[config.mk]
export PLATFORM = sky130hd
export DESIGN_NAME = ring_buffer_deque
export DESIGN_NICKNAME = d
export VERILOG_FILES = /design/src/rtl/core/rbd_pkg.sv /design/src/rtl/core/rbd_ram.sv /design/src/rtl/core/rbd_ctrl.sv /design/src/rtl/core/rbd_outq.sv /design/src/rtl/core/ring_buffer_deque.sv
export SDC_FILE = /design/constraint.sdc
export NUM_CORES = 1
export LEC_CHECK = 0
export ABC_AREA = 0
export BUFFER_PORTS_ARGS = -buffer_cell sky130_fd_sc_hd__buf_4
export CAP_MARGIN = 30
export CORE_ASPECT_RATIO = 0.7
export CORE_MARGIN = 10
export CORE_UTILIZATION = 47
export DETAILED_ROUTE_END_ITERATION = 16
export GPL_ROUTABILITY_DRIVEN = 0
export GPL_TIMING_DRIVEN = 0
export MAX_ROUTING_LAYER = met4
export PLACE_DENSITY = 0.74
export SLEW_MARGIN = 30
export SYNTH_ARGS = -nofsm -noshare
export SYNTH_HDL_FRONTEND = slang
export SYNTH_HIERARCHICAL = 1
export SYNTH_SLANG_ARGS = --single-unit
[constraint.sdc]
create_clock -name i_clk -period 7 [get_ports i_clk]
set_input_delay 0.35 -clock i_clk [delete_from_list [all_inputs] [get_ports i_clk]]
set_output_delay 0.35 -clock i_clk [all_outputs]
set_load 0.01 [all_outputs]
[src/rtl/core/rbd_pkg.sv]
package rbd_pkg;

    // deque geometry
    localparam int CAPACITY = 16;
    localparam int IDX_W    = $clog2(CAPACITY);
    localparam int CNT_W    = $clog2(CAPACITY + 1);

    // beat field widths
    localparam int WORD_W = 32;
    localparam int FILL_W = 5;

    // word reported when nothing was popped
    localparam logic [WORD_W-1:0] NONE_WORD = {WORD_W{1'b1}};

    // operation codes
    typedef enum logic [1:0] {
        MODE_PUSH_FRONT = 2'd0,
        MODE_POP_FRONT  = 2'd1,
        MODE_PUSH_BACK  = 2'd2,
        MODE_POP_BACK   = 2'd3
    } t_mode;

    // controller states
    typedef enum logic {
        ST_IDLE,
        ST_POP_READ
    } t_state;

    // one result beat
    typedef struct packed {
        logic signed [WORD_W-1:0] popped_word;
        logic                     was_empty;
        logic                     push_rejected;
        logic                     matches_expected;
        logic [FILL_W-1:0]        fill_count;
        logic                     now_empty;
    } t_result;

    // word store access
    typedef struct packed {
        logic              we;
        logic              re;
        logic [IDX_W-1:0]  addr;
        logic [WORD_W-1:0] wdata;
    } t_mem_req;

endpackage

[src/rtl/core/rbd_ram.sv]
module rbd_ram #(
    parameter int DEPTH  = 16,
    parameter int WIDTH  = 32,
    parameter int ADDR_W = $clog2(DEPTH)
) (
    input  logic              i_clk,
    input  logic              i_we,
    input  logic              i_re,
    input  logic [ADDR_W-1:0] i_addr,
    input  logic [WIDTH-1:0]  i_wdata,
    output logic [WIDTH-1:0]  o_rdata
);

    logic [WIDTH-1:0] r_mem [DEPTH];
    logic [WIDTH-1:0] r_rdata;

    // single port, registered read
    always_ff @(posedge i_clk) begin
        if (i_we) begin
            r_mem[i_addr] <= i_wdata;
        end
        if (i_re) begin
            r_rdata <= r_mem[i_addr];
        end
    end

    assign o_rdata = r_rdata;

endmodule

[src/rtl/core/rbd_ctrl.sv]
module rbd_ctrl (
    input  logic                       i_clk,
    input  logic                       i_rst_n,
    input  logic                       i_in_valid,
    output logic                       o_in_stall,
    input  logic [1:0]                 i_mode,
    input  logic [rbd_pkg::WORD_W-1:0] i_value,
    input  logic                       i_outq_full,
    output rbd_pkg::t_mem_req          o_mem_req,
    input  logic [rbd_pkg::WORD_W-1:0] i_mem_rdata,
    output logic                       o_res_valid,
    output rbd_pkg::t_result           o_res
);

    localparam int IDX_W  = rbd_pkg::IDX_W;
    localparam int CNT_W  = rbd_pkg::CNT_W;
    localparam int FILL_W = rbd_pkg::FILL_W;
    localparam logic [IDX_W-1:0] IDX_LAST = IDX_W'(rbd_pkg::CAPACITY - 1);
    localparam logic [CNT_W-1:0] CNT_FULL = CNT_W'(rbd_pkg::CAPACITY);

    rbd_pkg::t_state r_state, n_state;
    logic [IDX_W-1:0] r_front, n_front;
    logic [IDX_W-1:0] r_back, n_back;
    logic [CNT_W-1:0] r_count, n_count;
    logic [rbd_pkg::WORD_W-1:0] r_expect, n_expect;

    logic               w_accept;
    logic               w_full;
    logic               w_empty;
    logic [IDX_W-1:0]   w_front_next;
    logic [IDX_W-1:0]   w_front_prev;
    logic [IDX_W-1:0]   w_back_next;
    logic [IDX_W-1:0]   w_back_prev;
    logic [CNT_W+FILL_W-1:0] w_fill_ext;

    assign w_full  = (r_count == CNT_FULL);
    assign w_empty = (r_count == '0);

    // wrapping index neighbors
    assign w_front_next = (r_front == IDX_LAST) ? '0 : r_front + 1'b1;
    assign w_front_prev = (r_front == '0) ? IDX_LAST : r_front - 1'b1;
    assign w_back_next  = (r_back == IDX_LAST) ? '0 : r_back + 1'b1;
    assign w_back_prev  = (r_back == '0) ? IDX_LAST : r_back - 1'b1;

    // input stalls while a pop waits for the store read or the output skid stage is full
    assign o_in_stall = (r_state == rbd_pkg::ST_POP_READ) || i_outq_full;
    assign w_accept   = i_in_valid && !o_in_stall;

    // fill count masked to the beat width
    assign w_fill_ext = {{FILL_W{1'b0}}, n_count};

    always_ff @(posedge i_clk) begin
        if (!i_rst_n) begin
            r_state <= rbd_pkg::ST_IDLE;
            r_front <= '0;
            r_back  <= '0;
            r_count <= '0;
        end else begin
            r_state <= n_state;
            r_front <= n_front;
            r_back  <= n_back;
            r_count <= n_count;
        end
    end

    always_ff @(posedge i_clk) begin
        r_expect <= n_expect;
    end

    // operation decode, index update and result build
    always_comb begin
        n_state  = r_state;
        n_front  = r_front;
        n_back   = r_back;
        n_count  = r_count;
        n_expect = r_expect;

        o_mem_req.we    = 1'b0;
        o_mem_req.re    = 1'b0;
        o_mem_req.addr  = r_front;
        o_mem_req.wdata = i_value;

        o_res_valid            = 1'b0;
        o_res.popped_word      = rbd_pkg::NONE_WORD;
        o_res.was_empty        = 1'b0;
        o_res.push_rejected    = 1'b0;
        o_res.matches_expected = 1'b1;

        unique case (r_state)
            rbd_pkg::ST_IDLE: begin
                if (w_accept) begin
                    n_expect = i_value;
                    unique case (rbd_pkg::t_mode'(i_mode))
                        rbd_pkg::MODE_PUSH_FRONT: begin
                            o_res_valid         = 1'b1;
                            o_res.push_rejected = w_full;
                            if (!w_full) begin
                                n_front        = w_front_prev;
                                n_count        = r_count + 1'b1;
                                o_mem_req.we   = 1'b1;
                                o_mem_req.addr = w_front_prev;
                            end
                        end
                        rbd_pkg::MODE_PUSH_BACK: begin
                            o_res_valid         = 1'b1;
                            o_res.push_rejected = w_full;
                            if (!w_full) begin
                                n_back         = w_back_next;
                                n_count        = r_count + 1'b1;
                                o_mem_req.we   = 1'b1;
                                o_mem_req.addr = r_back;
                            end
                        end
                        rbd_pkg::MODE_POP_FRONT: begin
                            if (w_empty) begin
                                o_res_valid            = 1'b1;
                                o_res.was_empty        = 1'b1;
                                o_res.matches_expected = (i_value == rbd_pkg::NONE_WORD);
                            end else begin
                                n_front        = w_front_next;
                                n_count        = r_count - 1'b1;
                                o_mem_req.re   = 1'b1;
                                o_mem_req.addr = r_front;
                                n_state        = rbd_pkg::ST_POP_READ;
                            end
                        end
                        rbd_pkg::MODE_POP_BACK: begin
                            if (w_empty) begin
                                o_res_valid            = 1'b1;
                                o_res.was_empty        = 1'b1;
                                o_res.matches_expected = (i_value == rbd_pkg::NONE_WORD);
                            end else begin
                                n_back         = w_back_prev;
                                n_count        = r_count - 1'b1;
                                o_mem_req.re   = 1'b1;
                                o_mem_req.addr = w_back_prev;
                                n_state        = rbd_pkg::ST_POP_READ;
                            end
                        end
                        default: begin
                            o_res_valid = 1'b0;
                        end
                    endcase
                end
            end
            rbd_pkg::ST_POP_READ: begin
                // store word has arrived, count already updated
                o_res_valid            = 1'b1;
                o_res.popped_word      = i_mem_rdata;
                o_res.matches_expected = (i_mem_rdata == r_expect);
                n_state                = rbd_pkg::ST_IDLE;
            end
            default: begin
                n_state = rbd_pkg::ST_IDLE;
            end
        endcase

        o_res.fill_count = w_fill_ext[FILL_W-1:0];
        o_res.now_empty  = (n_count == '0);
    end

    // count stays within the store
    assert property (@(posedge i_clk) disable iff (!i_rst_n)
        r_count <= CNT_FULL)
        else $error("deque count exceeds capacity");

    // empty or full deque has coinciding indices
    assert property (@(posedge i_clk) disable iff (!i_rst_n)
        (r_count == '0 || r_count == CNT_FULL) |-> (r_front == r_back))
        else $error("indices disagree with count");

    // a pop on a non-empty deque yields its result from the store next cycle
    assert property (@(posedge i_clk) disable iff (!i_rst_n)
        (o_mem_req.re) |=> (r_state == rbd_pkg::ST_POP_READ && o_res_valid))
        else $error("pop read did not complete");

    // store is never written and read in the same cycle
    assert property (@(posedge i_clk) disable iff (!i_rst_n)
        !(o_mem_req.we && o_mem_req.re))
        else $error("store write and read collide");

endmodule

[src/rtl/core/rbd_outq.sv]
module rbd_outq (
    input  logic             i_clk,
    input  logic             i_rst_n,
    input  logic             i_res_valid,
    input  rbd_pkg::t_result i_res,
    input  logic             i_out_stall,
    output logic             o_out_valid,
    output rbd_pkg::t_result o_res,
    output logic             o_full
);

    logic             r_out_valid;
    logic             r_skid_valid;
    rbd_pkg::t_result r_out;
    rbd_pkg::t_result r_skid;
    logic             w_load;

    // output register free or being taken this cycle
    assign w_load = !r_out_valid || !i_out_stall;

    always_ff @(posedge i_clk) begin
        if (!i_rst_n) begin
            r_out_valid  <= 1'b0;
            r_skid_valid <= 1'b0;
        end else if (w_load) begin
            if (r_skid_valid) begin
                r_out_valid  <= 1'b1;
                r_skid_valid <= 1'b0;
            end else begin
                r_out_valid <= i_res_valid;
            end
        end else if (i_res_valid) begin
            r_skid_valid <= 1'b1;
        end
    end

    // payload moves without reset
    always_ff @(posedge i_clk) begin
        if (w_load) begin
            if (r_skid_valid) begin
                r_out <= r_skid;
            end else if (i_res_valid) begin
                r_out <= i_res;
            end
        end else if (i_res_valid) begin
            r_skid <= i_res;
        end
    end

    assign o_out_valid = r_out_valid;
    assign o_res       = r_out;
    assign o_full      = r_skid_valid;

    // a new result never meets an occupied skid stage
    assert property (@(posedge i_clk) disable iff (!i_rst_n)
        !(r_skid_valid && i_res_valid))
        else $error("skid stage overrun");

    // skid stage only holds a beat behind the output register
    assert property (@(posedge i_clk) disable iff (!i_rst_n)
        r_skid_valid |-> r_out_valid)
        else $error("skid beat without output beat");

    // a result arriving at a stalled output parks in the skid stage
    assert property (@(posedge i_clk) disable iff (!i_rst_n)
        (r_out_valid && i_out_stall && i_res_valid) |=> r_skid_valid)
        else $error("result lost at stalled output");

endmodule

[src/rtl/core/ring_buffer_deque.sv]
// result path: push, rejected push and pop on empty give their result through the output register;
//   a pop that reads the store gives it through the registered store read and then the output register
// throughput: one push per cycle while the output skid stage is not full; a pop that reads the store
//   stalls the input until its word returns from the registered read of the single-port word store
// reset: synchronous active-low clears indices, count and handshake state; the store is not cleared
module ring_buffer_deque (
    input  logic                              i_clk,
    input  logic                              i_rst_n,
    input  logic                              i_in_valid,
    output logic                              o_in_stall,
    input  logic [1:0]                        i_mode,
    input  logic signed [rbd_pkg::WORD_W-1:0] i_value,
    output logic                              o_out_valid,
    input  logic                              i_out_stall,
    output logic signed [rbd_pkg::WORD_W-1:0] o_popped_word,
    output logic                              o_was_empty,
    output logic                              o_push_rejected,
    output logic                              o_matches_expected,
    output logic [rbd_pkg::FILL_W-1:0]        o_fill_count,
    output logic                              o_now_empty
);

    rbd_pkg::t_mem_req          w_mem_req;
    logic [rbd_pkg::WORD_W-1:0] w_mem_rdata;
    logic                       w_res_valid;
    rbd_pkg::t_result           w_res;
    rbd_pkg::t_result           w_out;
    logic                       w_outq_full;

    // index, count and operation control
    rbd_ctrl u_ctrl (
        .i_clk       (i_clk),
        .i_rst_n     (i_rst_n),
        .i_in_valid  (i_in_valid),
        .o_in_stall  (o_in_stall),
        .i_mode      (i_mode),
        .i_value     (i_value),
        .i_outq_full (w_outq_full),
        .o_mem_req   (w_mem_req),
        .i_mem_rdata (w_mem_rdata),
        .o_res_valid (w_res_valid),
        .o_res       (w_res)
    );

    // word store
    rbd_ram #(
        .DEPTH (rbd_pkg::CAPACITY),
        .WIDTH (rbd_pkg::WORD_W)
    ) u_ram (
        .i_clk   (i_clk),
        .i_we    (w_mem_req.we),
        .i_re    (w_mem_req.re),
        .i_addr  (w_mem_req.addr),
        .i_wdata (w_mem_req.wdata),
        .o_rdata (w_mem_rdata)
    );

    // output register with skid stage
    rbd_outq u_outq (
        .i_clk       (i_clk),
        .i_rst_n     (i_rst_n),
        .i_res_valid (w_res_valid),
        .i_res       (w_res),
        .i_out_stall (i_out_stall),
        .o_out_valid (o_out_valid),
        .o_res       (w_out),
        .o_full      (w_outq_full)
    );

    // result beat fields
    assign o_popped_word      = w_out.popped_word;
    assign o_was_empty        = w_out.was_empty;
    assign o_push_rejected    = w_out.push_rejected;
    assign o_matches_expected = w_out.matches_expected;
    assign o_fill_count       = w_out.fill_count;
    assign o_now_empty        = w_out.now_empty;

endmodule

==> out/metrics.yaml <==
run_status:
  status: "finished clean"
floorplanning:
  initial_core_util: 0.479
  die_area_um2: 66900
  io_pins: 81
  die_width_um: 305
  fp.dieH_um: 219
  row_count: 72
  core_um2: 55800
route:
  ant_nets: 0
  drt_first_pass_iters: 5
  routed_wl_um: 62800
  vias: 13914
  wl_per_cell_um: 26.9
  drtIter0Drc: 1746
  drt-vias-per-instance: 5.95
  drc: 0
global_routing:
  grt_pass1_wl_um: 92500
  antenna_found_initial: 1
  grt_pass1_vias: 13936
  overflow: 0
  grt_max_degree: 42
  grt_usage: 0.191
synth:
  yosysWarnings: 6
  syn_area_um2: 26700
  ys.flop_type: "edfxtp_1"
  avgSynthCellArea_um2: 20.1
  ys_types: 70
  ys_ff_latch: 674
  synth-async-reset-ratio: 0
  synth_nets: 1371
  syn_inst: 1326
  synth_edf_count: 658
  ys_seq_area_frac: 0.752
power_and_ir_drop:
  switching_power_mw: 2.16
  pwr-share-clk: 0.353
  p_seq_frac: 0.514
  combPwrFrac: 0.133
  p_int_mw: 6.87
  power.leakage_nw: 10.0
  power_density_nw_per_um2: 288
  swShare: 0.239
  ir_worst_vdd_uv: 214
sta:
  finalHoldViolCount: 0
  slew_headroom: 0.358
  rsz0062_at_grt: "no"
  setup_viol_count_final: 0
  worst-slew-pin-transition_ps: 963
  worst_slack_ps: 2320
  finalMaxSlewViolations: 0
  finalClockSkew_ps: 13.4
  maxClockFrequency_mhz: 214
  fin_crit_sh: 0.668
  period_minus_slack_ps: 4680
setup_path:
  worst-endpoint-required_ps: 7330
  critical-path-max-stage-delay_ps: 540
  crit_top_cell: "buf_2"
  end_kind: "register"
  crit_slowest_cell: "nor2_4"
  startpoint_type: "register"
  worstPathArrival_ps: 5010
  cp_cell_sequence: "inv_1 -> ha_1 -> and4bb_2 -> buf_2 -> nor2_1 -> a21oi_1 -> o21ai_0 -> a32o_1 -> buf_2 -> buf_4 -> clkbuf_1 -> nand2_1 -> nor2_4 -> buf_16 -> buf_8"
  critical_path_class: "reg2reg"
  crit_fanout: 12
final_layout:
  final_common_cell: "edfxtp_1"
  nNetsFinal: 1593
  final_util: 0.564
  drive_above_1_share: 0.301
  final_cell_count_no_fill: 2337
  area_delta_synth_final_pct: 17.7
  mostFrequentLayoutCells: "edfxtp_1 (658), buf_4 (132), mux4_2 (128), a22oi_1 (66), clkbuf_16 (61)"
  antenna_cells: 0
  fillers: 4024
hold_path:
  hold_class: "in2reg"
clock_network:
  clkTransAtPathRegs_ps: 60
  ctsHoldBuffers: 32
  htree_levels: 2
  clk_latency_ps: 630
  ctsResizeCount: 0
  cts_buffers: 60
  cts_tree: "built"
  clockBufferDepth: 3
  postCtsSetupRepairBufs: 0
  cts_root_buf: "clkbuf_16"
  clock_sinks: 674
job:
  maxCapViolCount: 0
placement:
  hpwl_um: 42300
  io_buffers: 79
  dpl_worst_slack_ps: 2400
  dp_cells: 2194
==> cells by family after synthesis <==
family                     count (synthesis)  share of synthesized area
AOI/OAI and AO/OA                        138                     0.0373
xor gates and xnor gates                  36                     0.0121
adders and majority gates                  7                    0.00328
buffers and inverters                    117                     0.0270
DFF                                      674                      0.752
muxes                                    169                      0.131
and+or+nand+nor                          185                     0.0376
==> synth_stat cells (all sizes together), types with 3 or more instances <==
master	count	area, µm²
clkbuf	36	135
ha	7	87.6
inv	17	63.8
a31oi	7	43.8
o311ai	3	26.3
nor2	24	97.6
nand4	12	75.1
nor2b	3	18.8
a21oi	11	58.8
xnor2	7	68.8
edfxtp	658	19800
and2	7	43.8
nand2b	36	225
and3	3	18.8
buf	63	519
nand3	10	55.1
nor3b	3	27.5
nand2	56	210
a22oi	67	508
mux2	41	608
a21o	4	30.0
mux4	128	2880
o211ai	3	22.5
dfxtp	16	320
xor2	29	254
nor3	10	50.1
nor4	9	62.6
o21ai	22	110
==> layout make-up <==
class / count / area [µm²] / area share
repair buffers: 160 / 1790 / 0.0570
inverters: 18 / 67.6 / 0.00215
clock inverters: 41 / 329 / 0.0105
clock buffers: 70 / 1560 / 0.0496
well taps: 740 / 926 / 0.0295
flip-flops and latches: 674 / 20100 / 0.639
plain buffers: 99 / 654 / 0.0208
multi-input cells: 535 / 6020 / 0.192
==> critical path, delay by kind of cell, from the launching register on <==
kind,cells,cell delay [ps]
compound gates,3,410
fa+ha+maj,1,260
buf+inv,7,1840
flops,1,440
simple gates,4,1370
==> routing by layer <==
metal / wire [µm] / GRT usage / up-vias / share of wire
met2: 29400 / 0.290 / 779 / 0.47
met4: 1680 / 0.0631 / 0 / 0.027
met5: 0 / - / - / 0
li1: - / - / 5839 / -
met1: 24800 / 0.255 / 7174 / 0.39
met3: 6880 / 0.0430 / 122 / 0.11
==> power groups by stage <==
stage          Combinational (mW)  Sequential (mW)  Clock [mW]
2_1_floorplan               0.752             4.72           0
3_3_place_gp                 1.09             4.74           0
3_5_place_dp                 1.18             4.73           0
4_1_cts                      1.20             4.64        3.24
5_1_grt                      1.28             4.65        3.40
6_report                     1.20             4.65        3.19
==> final timing paths <==
kind / from / end / slack [ps] / depth (start not counted)
setup / recovery: u_ctrl/r_count[1]$_SDFF_PN0_ / u_ram/r_mem[15][13]$_DFFE_PP_ / 2320 / 15
hold / removal: i_rst_n / u_ctrl/r_front[2]$_SDFFE_PN0P_ / 30 / 3
setup reg to reg: u_ctrl/r_count[1]$_SDFF_PN0_ / u_ram/r_mem[15][13]$_DFFE_PP_ / 2320 / 15
hold reg to reg: u_outq/r_skid[36]$_DFFE_PP_ / u_outq/o_res[36]$_DFFE_PP_ / 540 / 1
==> sequential cells by signal (all words and copies together), names as in the netlist <==
| name | cells |
|---|---|
| u_ram/r_mem | 512 |
| u_outq/o_res | 41 |
| u_outq/r_skid | 41 |
| u_ctrl/r_expect | 32 |
| u_ram/o_rdata | 32 |
| u_ctrl/r_count | 5 |
| u_ctrl/r_back | 4 |
| u_ctrl/r_front | 4 |
| u_ctrl/r_state | 1 |
| u_outq/o_full | 1 |
| u_outq/o_out_valid | 1 |
==> metrics by stage <==
stage | hold WS (ps) | cell area [µm²] | TNS [ps] | power, mW
after floorplan | 449 | 26700 | 0 | 5.47
after global placement | 495 | 28200 | -119330 | 5.83
after detailed placement | 536 | 29200 | 0 | 5.91
after CTS | 2.99 | 31400 | 0 | 9.08
after global routing | 26.8 | 31400 | 0 | 9.33
final | 31.2 | 31400 | 0 | 9.04
Power figures use the tool's default switching activity.
